### config.mk
export PLATFORM = sky130hd
export DESIGN_NAME = rflp_front
export DESIGN_NICKNAME = d
export VERILOG_FILES = /design/src/rtl/core/rflp_pkg.sv /design/src/rtl/core/rflp_front.sv
export SDC_FILE = /design/constraint.sdc
export NUM_CORES = 1
export LEC_CHECK = 0
export ABC_CLOCK_PERIOD_IN_PS = 9380
export BUFFER_PORTS_ARGS = -buffer_cell sky130_fd_sc_hd__buf_2
export CAP_MARGIN = 20
export CORE_UTILIZATION = 35
export DETAILED_ROUTE_END_ITERATION = 10
export PLACE_DENSITY = 0.53
export SLEW_MARGIN = 5
export SYNTH_ARGS = -nofsm -noshare
export SYNTH_HDL_FRONTEND = slang
export SYNTH_SLANG_ARGS = --single-unit
### constraint.sdc
create_clock -name i_clk -period 9.38 [get_ports i_clk]
set_clock_uncertainty 0.05 [all_clocks]
set_input_delay 0 -clock i_clk [delete_from_list [all_inputs] [get_ports i_clk]]
set_output_delay 0 -clock i_clk [all_outputs]
set_load 0.02 [all_outputs]
### src/rtl/core/rflp_pkg.sv
`timescale 1ns / 1ps
// ----------------------------------------------------------------------------
// rflp_pkg
// shared types and constants of the rotated framebuffer line plotter
// ----------------------------------------------------------------------------
package rflp_pkg;

    localparam int PANEL_WIDTH_DEF  = 128;
    localparam int PANEL_HEIGHT_DEF = 296;
    localparam int CRD_W  = 9;
    localparam int ADDR_W = 13;
    localparam int CMD_W  = 2;

    typedef enum logic [1:0] {
        CMD_PLOT  = 2'd0,
        CMD_LINE  = 2'd1,
        CMD_CLEAR = 2'd2,
        CMD_READ  = 2'd3
    } t_cmd;

    // queued command, endpoints already ordered for the line walker
    typedef struct packed {
        t_cmd              cmd;
        logic              steep;
        logic [CRD_W-1:0]  x0;     // major start
        logic [CRD_W-1:0]  y0;     // minor start
        logic [CRD_W-1:0]  x1;     // major end
        logic              ydown;  // minor steps by -1
        logic [CRD_W-1:0]  dy;
        logic              ink;
        logic [ADDR_W-1:0] baddr;
    } t_job;

    typedef enum logic [2:0] {
        ST_IDLE,
        ST_PIX,
        ST_RD,
        ST_WR,
        ST_CLR,
        ST_RDATA,
        ST_OUT
    } t_state;

endpackage

### src/rtl/core/rflp_front.sv
`timescale 1ns / 1ps
// ----------------------------------------------------------------------------
// rflp_front
// accepts commands, orders line endpoints and keeps a two-entry queue
// ----------------------------------------------------------------------------
module rflp_front (
    input  logic                           i_clk,
    input  logic                           i_rst_n,
    input  logic                           i_valid,
    output logic                           o_ready,
    input  logic [rflp_pkg::CMD_W-1:0]     i_cmd,
    input  logic [rflp_pkg::CRD_W-1:0]     i_x_a,
    input  logic [rflp_pkg::CRD_W-1:0]     i_y_a,
    input  logic [rflp_pkg::CRD_W-1:0]     i_x_b,
    input  logic [rflp_pkg::CRD_W-1:0]     i_y_b,
    input  logic                           i_ink,
    input  logic [rflp_pkg::ADDR_W-1:0]    i_byte_addr,
    output logic                           o_job_valid,
    input  logic                           i_job_ready,
    output rflp_pkg::t_job                 o_job
);
    import rflp_pkg::*;

    logic [CRD_W-1:0] adx, ady, ax0, ay0, ax1, ay1;
    logic             steep;
    logic             is_line;
    t_job             job_in;
    t_job             r_q [2];
    logic             r_wp, r_rp;
    logic [1:0]       r_cnt;

    // classify and order endpoints, plots keep their point as given
    always_comb begin
        is_line = i_cmd == CMD_LINE;
        adx = (i_x_a > i_x_b) ? i_x_a - i_x_b : i_x_b - i_x_a;
        ady = (i_y_a > i_y_b) ? i_y_a - i_y_b : i_y_b - i_y_a;
        steep = is_line && (ady > adx);
        ax0 = steep ? i_y_a : i_x_a;
        ay0 = steep ? i_x_a : i_y_a;
        ax1 = steep ? i_y_b : i_x_b;
        ay1 = steep ? i_x_b : i_y_b;
        job_in.cmd   = t_cmd'(i_cmd);
        job_in.steep = steep;
        job_in.ink   = i_ink;
        job_in.baddr = i_byte_addr;
        job_in.dy    = steep ? adx : ady;
        if (is_line && (ax0 > ax1)) begin
            job_in.x0    = ax1;
            job_in.y0    = ay1;
            job_in.x1    = ax0;
            job_in.ydown = ay0 < ay1;
        end else begin
            job_in.x0    = ax0;
            job_in.y0    = ay0;
            job_in.x1    = ax1;
            job_in.ydown = !(ay0 < ay1);
        end
    end

    assign o_ready     = r_cnt != 2'd2;
    assign o_job_valid = r_cnt != 2'd0;
    assign o_job       = r_q[r_rp];

    // queue storage
    always_ff @(posedge i_clk) begin
        if (i_valid && o_ready) begin
            r_q[r_wp] <= job_in;
        end
    end

    // queue pointers
    always_ff @(posedge i_clk) begin
        if (!i_rst_n) begin
            r_wp  <= 1'b0;
            r_rp  <= 1'b0;
            r_cnt <= 2'd0;
        end else begin
            if (i_valid && o_ready) r_wp <= !r_wp;
            if (o_job_valid && i_job_ready) r_rp <= !r_rp;
            r_cnt <= r_cnt + 2'(i_valid && o_ready) - 2'(o_job_valid && i_job_ready);
        end
    end

endmodule

=== After elaboration in Yosys (flattened, before gate mapping) ===
Memories as Yosys holds them, arrays and structs flattened. A register that Yosys moved wholly into a read port is not among the register bits.
Index checks and enable logic that the tools add are counted.

* Register bits after elaboration: 4
* Bits in writable memories: 108
* Input port bits: 56
* Logic and storage cells: 37
* Memories kept: 1

* Add/subtract/negate cells: 6
* Order comparisons: 5
* Eq/ne operators: 2
* Multiplexer cells: 12
* Reductions and logical operators: 8

{| class="wikitable"
|+ Memory list
! name !! depth !! bits a word !! rd ports !! clocked after memory_dff !! write ports !! RTL line !! source
|-
| r_q || 2 || 54 || 1 || 1 || 1 || rflp_front.sv:28 || <nowiki>t_job r_q [2];</nowiki>
|}

{| class="wikitable"
|+ Operator list
! cell !! count
|-
| $mux W9 || 7
|-
| $gt A9 B9 Y1 || 4
|-
| $sub A9 B9 Y9 || 4
|-
| $mux W28 || 1
|-
| $lt A9 B9 Y1 || 1
|-
| $logic_and A1 B1 Y1 || 4
|-
| $mux W1 || 4
|-
| $logic_not A1 Y1 || 3
|-
| $add A2 B1 Y2 || 1
|-
| $eq A2 B1 Y1 const B || 1
|-
| $ne A2 B2 Y1 const B || 1
|-
| $reduce_bool A2 Y1 || 1
|-
| $sub A2 B1 Y2 || 1
|}

=== Depth between registers and ports, before layout ===
Gate-level depths: netlist (run 1).

* Word-level depth: 8
* Mapped depth: 30
* Gate-level depth less buffers: 25

=== Worst setup path after synthesis (run 1) ===
OpenSTA, ideal clock, no wires.

* Kind: input -> register
* Start: in i_y_a[2] in the netlist's numbering
* End: mem r_q[0][36] in the netlist's numbering, data pin
* Setup time: 0.270 ns
* Arrival: 5.533 ns
* Setup slack: 3.527 ns
* Cell stages on the path: 29
* Path buffers: 6
* Cell sequence: inv_1 ha_1 buf_6 and3_1 a22o_4 o41ai_4 mux2i_1 xor2_1 inv_1 ha_1 a21o_1 a21o_1 a2111oi_0 nor3_1 clkbuf_1 buf_2 clkbuf_1 nand2_1 o21ai_0 ha_1 a21oi_1 nor2b_1 o21ai_0 o21ai_0 o41ai_1 buf_2 buf_2 mux2i_1 mux2i_1

{| class="wikitable"
|+ RTL lines
! item !! RTL line !! source
|-
| start: declaration || rflp_front.sv:13 || <nowiki>input logic [rflp_pkg::CRD_W-1:0] i_y_a,</nowiki>
|-
| end: declaration || rflp_front.sv:28 ||
|}

==> results of run 1 <==
[what timing repair did]
action | in CTS | in global routing
resized for setup | 0 | 0
hold endpoints to repair | 37 | 0
hold buffers | 18 | 0
[stage by stage]
stage | instance area, sq um | std cells | setup WS (ns)
6_report | 8970 | 1022 | 2.984
5_1_grt | 8970 | 1022 | 2.562
4_1_cts | 8970 | 1022 | 3.063
3_5_place_dp | 8205 | 972 | 2.660
3_3_place_gp | 8205 | 972 | 2.894
2_1_floorplan | 7365 | 610 | 3.527
[flip-flops by register name, summed over array words and instances, names as in the netlist, named ones only]
register,cells
r_q,108
r_wp,1
r_rp,1
r_cnt,2
[layer usage]
layer  wire length [microns]  global-route usage
met5                       0                   0
met4                     180             0.04072
met3                     843             0.04845
met2                    8622              0.2880
met1                    8301              0.2161
[power groups by stage]
stage / clock, mW / sequential [mW] / combinational (mW)
global placement: 0 / 0.701 / 0.780
detailed placement: 0 / 0.705 / 0.793
finish: 0.635 / 0.693 / 0.791
global route: 0.674 / 0.702 / 0.867
floorplan: 0 / 0.695 / 0.574
CTS: 0.652 / 0.695 / 0.804
[path summary, 6_finish.rpt]
path | from | end | slack, ns
max | i_y_a[4] | r_q[1][39]$_DFFE_PP_ | 2.98
min | i_valid | r_wp$_SDFFE_PN0P_ | 0.05
max reg2reg | r_cnt[1]$_SDFF_PN0_ | r_cnt[1]$_SDFF_PN0_ | 7.48
min reg2reg | r_rp$_SDFFE_PN0P_ | r_rp$_SDFFE_PN0P_ | 0.49
[Yosys cell counts (all sizes together), types with 4 or more instances]
cell,instances,area (sq um)
edfxtp,108,3243
mux2i,101,1011
ha,62,775.7
mux2,58,656.9
inv,51,191.4
o21ai,26,130.1
a21oi,24,120.1
nand2,23,86.33
nor2,20,75.07
a21o,19,142.6
buf,18,97.59
xnor2,11,96.34
clkbuf,8,30.03
nand4,7,43.79
xor2,7,61.31
a31oi,5,37.53
and2,5,31.28
dfxtp,5,100.1
nand3,5,25.02
nor2b,5,31.28
o21a,5,37.54
fa,4,80.08
o22ai,4,25.02
[critical path, cell delays in order]
cell and delay (ns):
buf_2 0.15, inv_1 0.07, ha_1 0.42, and3_1 0.23
a22o_4 0.24, o41ai_4 0.68, mux2i_1 0.29, xor2_1 0.23
inv_1 0.07, ha_1 0.31, a21o_1 0.18, a21o_1 0.17
a2111oi_0 0.48, nor3_2 0.11, buf_4 0.40, nand2_1 0.16
o21ai_0 0.10, ha_1 0.35, a21oi_1 0.15, nor2b_1 0.05
o21ai_0 0.19, o21ai_0 0.14, o41ai_2 0.32, buf_4 0.49
mux2i_1 0.30, mux2i_1 0.14
[logic make-up (layout without fill, tap and decap cells)]
family / count (synthesis) / after routing / share of synthesized area
xor+xnor: 18 / 18 / 0.02141
buf+inv: 77 / 219 / 0.04332
compound gates: 97 / 97 / 0.08631
mux: 159 / 159 / 0.2265
simple gates: 80 / 80 / 0.05233
fa+ha+maj: 66 / 66 / 0.1162
flops: 113 / 113 / 0.4540
[cell type report]
class	count	area, sq um	share of cell area
Clock buffer	17	425.4	0.04743
Clock inverter	15	158.9	0.01772
Timing Repair Buffer	136	788.3	0.08788
Multi-Input combinational cell	420	3724	0.4151
Inverter	51	191.4	0.02134
Sequential cell	113	3344	0.3729
Tap cell	270	337.8	0.03766
==> results.ini, run 1 <==
[synthesis]
ys_ff_latch=113
syn_nets=732
ys.flop_type=edfxtp_1
synth_area_sq_um=7365
syn_inst=610
synth-edff-count=108
async_flop_share=0
ys_seq_area_frac=0.4540
postSynthAreaPerCell_sq_um=12.07
yosysWarnings=0
synth_cell_types=45

[power_and_ir_drop]
p_clk_frac=0.300
p_sw_mw=0.7303
pwr_density_cell_nw_per_um2=236.2
p_comb_frac=0.373
p_leak_nw=3.874
max-vdd-ir-drop_mv=0.1297
swShare=0.3447
internal-power_mw=1.388
seqPwrFrac=0.327
total_power_mw=2.119

[layout]
fillers=1953
drive_gt1_frac=0.2899
fin_util=0.4391
area_growth_syn_to_layout_pct=21.80
final_cell_mix=111 x buf_2, 108 x edfxtp_1, 101 x mux2i_1
n_antenna_cell=0
fin_nets=861
final_common_cell=buf_2

[critical_path]
crit_arrival_ns=6.45
reg2reg_depth=8
end_kind=flop
cp-start-kind=input port
critPathMaxFanout=66
crit_type=in2reg
required_ns=9.44

[grt]
overflow=0
grt_max_degree=67
grt.total_usage=0.1711
grt_pass1_wl_mm=28.18
first_global_vias=5259
antenna_found_initial=0

[sta]
tightest_slew_ns=0.8847
hold_ws_ns=0.05495
min_period_over_period=0.6819
setup_tns_ns=0
setup_violations=0
rsz0062_at_grt=no
maxSlewViolCount=0
finalHoldViolations=0
slew_headroom=0.4102
max_clock_freq_mhz=156.4
fin_crit_ns=6.396

[die]
core_sq_um=20430
dieHeight_microns=147.1
initial_core_util=0.3605
io_pins=112
rows=52
fp.dieArea_sq_um=21630
die_x_microns=147.1

[placed_design]
gp_congestion=0.8310
dp.final_hpwl_mm=12.93
portBuffers=111

[clock_network]
postCtsSetupRepairBufs=0
h-tree-depth=4
cts_tree=built
clkTransAtPathRegs_ns=0.06
insertion_delay_ns=0.42
cts.path.max_buffers=2
numCtsBuffers=17
cts.sinks=113
cts_root_buffer=clkbuf_16

[drt]
wire_per_inst_microns=17.56
drt_iter0_markers=256
first_pass_iters=5
viasPerCell=5.025
drc=0
antenna_left=0
vias=5136
drt-total-wl_mm=17.95

[run]
cap_violations=0

[status]
status=completed

[min_path]
hold_path_class=in2reg
whs_path_depth=4

No activity file was read; power rests on OpenSTA's default activity.
==> run 2, diff against run 1 <==
- ABC_CLOCK_PERIOD_IN_PS: 9380 -> 5150
- PLACE_DENSITY: 0.53 -> 0.54
- clock period: 9.38 -> 5.15 ns (I/O delays scaled with it)
==> results.ini, run 2 (synthesis results as in run 1) <==
[sta]
min_period_over_period=1.023
fin_crit_ns=5.267
setup_tns_ns=-3.159
setup_violations=50
worst_slack_ns=-0.1166
hold_ws_ns=0.05507
slew_headroom=0.4832
rsz0062_at_grt=yes
finalHoldViolations=0
max_clock_freq_mhz=189.9
maxSlewViolCount=0
tightest_slew_ns=0.7753

[run]
cap_violations=0

[min_path]
hold_path_class=in2reg

[clock_network]
cts.path.max_buffers=2
cts_tree=built
cts_root_buffer=clkbuf_16
clkTransAtPathRegs_ns=0.06
h-tree-depth=4
cts.sinks=113
insertion_delay_ns=0.42
numCtsBuffers=17

[placed_design]
portBuffers=111
dpl_worst_slack_ns=-0.6595
dp.final_hpwl_mm=14.88
gp_congestion=0.8952

[critical_path]
cp-start-kind=input port
required_ns=5.26
critPathMaxFanout=10
crit_top_cell=a21o_1
crit_arrival_ns=5.38
cpPeakStageDelay_ns=0.38
crit_type=in2reg
crit_path_top_delay_cell=o41ai_4
end_kind=flop

[grt]
grt_pass1_wl_mm=30.98
first_global_vias=5895
antenna_found_initial=0
grt.total_usage=0.1890
grt_max_degree=56
overflow=0

[drt]
wire_per_inst_microns=17.00
first_pass_iters=4
drt_iter0_markers=227
antenna_left=0
drc=0
vias=5779
drt-total-wl_mm=20.01
viasPerCell=4.910

[layout]
area_growth_syn_to_layout_pct=43.97
final_common_cell=buf_4
final_cell_mix=149 x buf_4, 108 x edfxtp_1, 107 x buf_2
fillers=1862
drive_gt1_frac=0.4697
largest_reg_flops=108
top_register=r_q
fin_util=0.5190
n_antenna_cell=0
fin_nets=1016
largestRegisters=r_q x108, r_cnt x2

[die]
initial_core_util=0.3605
rows=52
core_sq_um=20430
io_pins=112
fp.dieArea_sq_um=21630
die_x_microns=147.1
dieHeight_microns=147.1

[power_and_ir_drop]
p_leak_nw=4.594
pwr_density_cell_nw_per_um2=396.4
max-vdd-ir-drop_mv=0.2387
total_power_mw=4.203

[status]
violations=setup timing
status=finished, violations left

-- run 2: changes by cell type in the layout (fill, tap and decap cells not counted), moves of 11 or more --
cell / before / now
mux2i_2: 0 / 14
ha_1: 62 / 51
buf_4: 7 / 149
mux2i_1: 101 / 79
-- run 2: report_power, final --
group          leakage [nW]  total [mW]  switching (mW)  internal (mW)
Combinational          3.27        1.85           0.978          0.869
Sequential             1.05        1.25          0.0318           1.22
Clock                 0.272        1.11           0.444          0.661
-- run 2: per-stage QoR --
stage / cell area (sq um) / cells
after floorplan: 7525 / 610
after global placement: 9296 / 1100
after detailed placement: 9296 / 1100
after CTS: 10160 / 1159
after global routing: 10600 / 1177
final: 10600 / 1177
-- run 2: layout make-up --
| class | instances | area [sq um] | area share |
|---|---|---|---|
| multi-input combinational | 420 | 4070 | 0.3839 |
| inverter | 51 | 202.7 | 0.01912 |
| timing repair buffer | 291 | 2085 | 0.1966 |
| tap | 270 | 337.8 | 0.03186 |
| sequential | 113 | 3344 | 0.3154 |
| clock buffer | 19 | 464.2 | 0.04378 |
| clock inverter | 13 | 98.84 | 0.009323 |
-- run 2: path summary, 6_finish.rpt --
check                                         start              endpoint  slack [ns]  depth (start not counted)
worst max-delay path                       i_y_a[1]  r_q[1][36]$_DFFE_PP_       -0.12                         30
worst max register to register  r_cnt[1]$_SDFF_PN0_   r_cnt[1]$_SDFF_PN0_        3.26                          8
worst min-delay path                       i_x_b[8]  r_q[1][50]$_DFFE_PP_        0.06                          3
worst min register to register    r_rp$_SDFFE_PN0P_     r_rp$_SDFFE_PN0P_        0.49                          2
-- run 2: repair_timing --
action	in CTS	in global routing
pin swaps	3	15
gates resized for setup	12	63
buffers inserted	8	16
hold buffers	18	0
hold endpoints to repair	37	0
endpoints found under the setup margin	54	56
gates cloned	1	2
-- run 2: per-layer routing --
layer	global-route usage	wire length, microns	share of wire	up-vias
met5	0	0	0	-
met2	0.3085	9461	0.47	160
met1	0.2470	9389	0.47	2773
li1	-	-	-	2820
met4	0.07680	378	0.019	0
met3	0.03416	781	0.039	26
-- run 2: worst max-delay path, delay by kind of cell --
family,cells,cell delay [ns]
xor gates and xnor gates,1,0.27
buffers and inverters,10,1.44
AOI/OAI and AO/OA,11,2.06
adders and majority gates,3,0.81
and+or+nand+nor,2,0.18
muxes,3,0.60
==> run 3, diff against run 2 <==
- ABC_CLOCK_PERIOD_IN_PS: 5150 -> 5300
- CTS_CLUSTER_SIZE: not set -> 24
- PLACE_DENSITY: 0.54 -> 0.53
- clock period: 5.15 -> 5.3 ns (I/O delays scaled with it)
==> results.ini, run 3 (synthesis results as in run 1) <==
[placed_design]
dp_cells=1109
gp_congestion=0.8971
dp.final_hpwl_mm=14.79
portBuffers=111
placed_area_sq_um=9365

[drt]
vias=5687
drc=0
first_pass_iters=5
drt-total-wl_mm=19.99
drt_iter0_markers=225
wire_per_inst_microns=17.03
viasPerCell=4.844
antenna_left=0

[die]
initial_core_util=0.3605
rows=52
io_pins=112
core_sq_um=20430
fp.dieArea_sq_um=21630
dieHeight_microns=147.1
die_x_microns=147.1

[critical_path]
path_delay_family=compound AO/OA/AOI/OAI gates
reg2reg_depth=8
critPathMaxFanout=14
rr_endpoint=r_cnt[1]$_SDFF_PN0_
cpPeakStageDelay_ns=0.41
r2r_start=r_cnt[1]$_SDFF_PN0_
cp_num_buf_inv=9
crit_arrival_ns=5.35
r2r_slack_ns=3.42
crit_type=in2reg
crit_path_top_delay_cell=a2111oi_4
cp-start-kind=input port
required_ns=5.39
end_kind=flop

[min_path]
hold_path_class=in2reg
worstHoldStart=i_job_ready
whs_path_depth=4

[sta]
hold_ws_ns=0.01138
rsz0062_at_grt=yes
slew_headroom=0.4635
setup_violations=0
fin_crit_ns=5.260
finalHoldViolations=0
maxSlewViolCount=0
tightest_slew_ns=0.8048
max_clock_freq_mhz=190.1
min_period_over_period=0.9925

[status]
status=completed

[layout]
final_common_cell=buf_4
top_register=r_q
drive_gt1_frac=0.4795
final_cell_mix=153 x buf_4, 108 x edfxtp_1, 104 x buf_2
fin_nets=1013
area_growth_syn_to_layout_pct=45.62
largest_reg_flops=108
design_area_sq_um=10720
largestRegisters=r_q x108, r_cnt x2
final_cells=1174

[clock_network]
cts.sinks=113
insertion_delay_ns=0.41
numCtsBuffers=17
clkTransAtPathRegs_ns=0.05
cts_root_buffer=clkbuf_16
cts.path.max_buffers=2
cts_tree=built
h-tree-depth=4

[power_and_ir_drop]
max-vdd-ir-drop_mv=0.2027
pwr_density_cell_nw_per_um2=392.7
p_leak_nw=4.612

[grt]
grt.total_usage=0.1872
overflow=0
first_global_vias=6010
antenna_found_initial=0
grt_pass1_wl_mm=31.13
grt_max_degree=56

[run]
cap_violations=0

## run 3: changes by cell type in the layout (fill, tap and decap cells not counted), sizes merged
cell         change
diode            +1
dlygate4sd3      -1
bufinv           +5
clkbuf           -3
clkinvlp         -3
inv              -4
clkinv           +2
## run 3: how the worst max path moves through the flow
| stage | startpoint | endpoint | slack (ns) | cells after the start |
|---|---|---|---|---|
| 2_1_floorplan | i_y_a[1] | r_q[0][36]$_DFFE_PP_ | 0.02 | 26 |
| 3_3_place_gp | i_y_a[3] | r_q[0][23]$_DFFE_PP_ | -0.59 | 25 |
| 3_5_place_dp | i_y_a[3] | r_q[0][46]$_DFFE_PP_ | -0.71 | 27 |
| 4_1_cts | i_y_a[3] | r_q[1][46]$_DFFE_PP_ | 0.0002 | 29 |
| 5_1_grt | i_x_a[1] | r_q[0][28]$_DFFE_PP_ | -0.1 | 33 |
| 6_report | i_x_a[2] | r_q[1][43]$_DFFE_PP_ | 0.04 | 30 |
## run 3: per-stage QoR
stage,power (mW),worst slack [ns],util,setup TNS [ns]
after floorplan,2.282,0.01658,-,0
after CTS,4.147,0.0002256,0.5016,0
after global routing,4.442,-0.09584,0.5248,-2.649
after detailed placement,2.860,-0.7102,0.4584,-35.23
final,4.211,0.03980,0.5249,0
after global placement,2.839,-0.5925,0.4584,-29.34
## run 3: layout make-up
class | count | area (sq um)
clock inverters | 13 | 192.7
well taps | 270 | 337.8
fillers | 1833 | 9706
flip-flops and latches | 113 | 3344
repair buffers | 288 | 2047
clock buffers | 18 | 429.2
diodes | 1 | 2.502
multi-input cells | 420 | 4177
inverters | 51 | 193.9
## run 3: worst reg2reg max path, delay by kind of cell, from the launching register on
family	cells	cell delay [ns]
adder cells (fa/ha/maj)	2	0.47
AND/OR/NAND/NOR	3	0.64
buffers and inverters	1	0.04
flip-flops	1	0.33
XOR/XNOR	2	0.26
## run 3: timing repair
item,CTS,global route
cloned,0,1
setup endpoints to repair,56,56
setup buffers,4,12
hold buffers,17,0
hold endpoints to repair,37,0
gates resized for setup,11,79
pin swaps,3,14
## run 3: layer usage
layer  up-vias  track usage  wire length, microns
met1      2708       0.2438                  9249
met3        14      0.03323                   826
met4         0      0.04948                   221
met2       155       0.3193                  9694
li1       2810            -                     -
met5         -            0                     0
## run 3: power breakdown
group / switching (mW) / internal (mW) / total [mW]
Clock: 0.393 / 0.823 / 1.22
Combinational: 0.942 / 0.835 / 1.78
Sequential: 0.0321 / 1.19 / 1.22
Total: 1.37 / 2.84 / 4.21
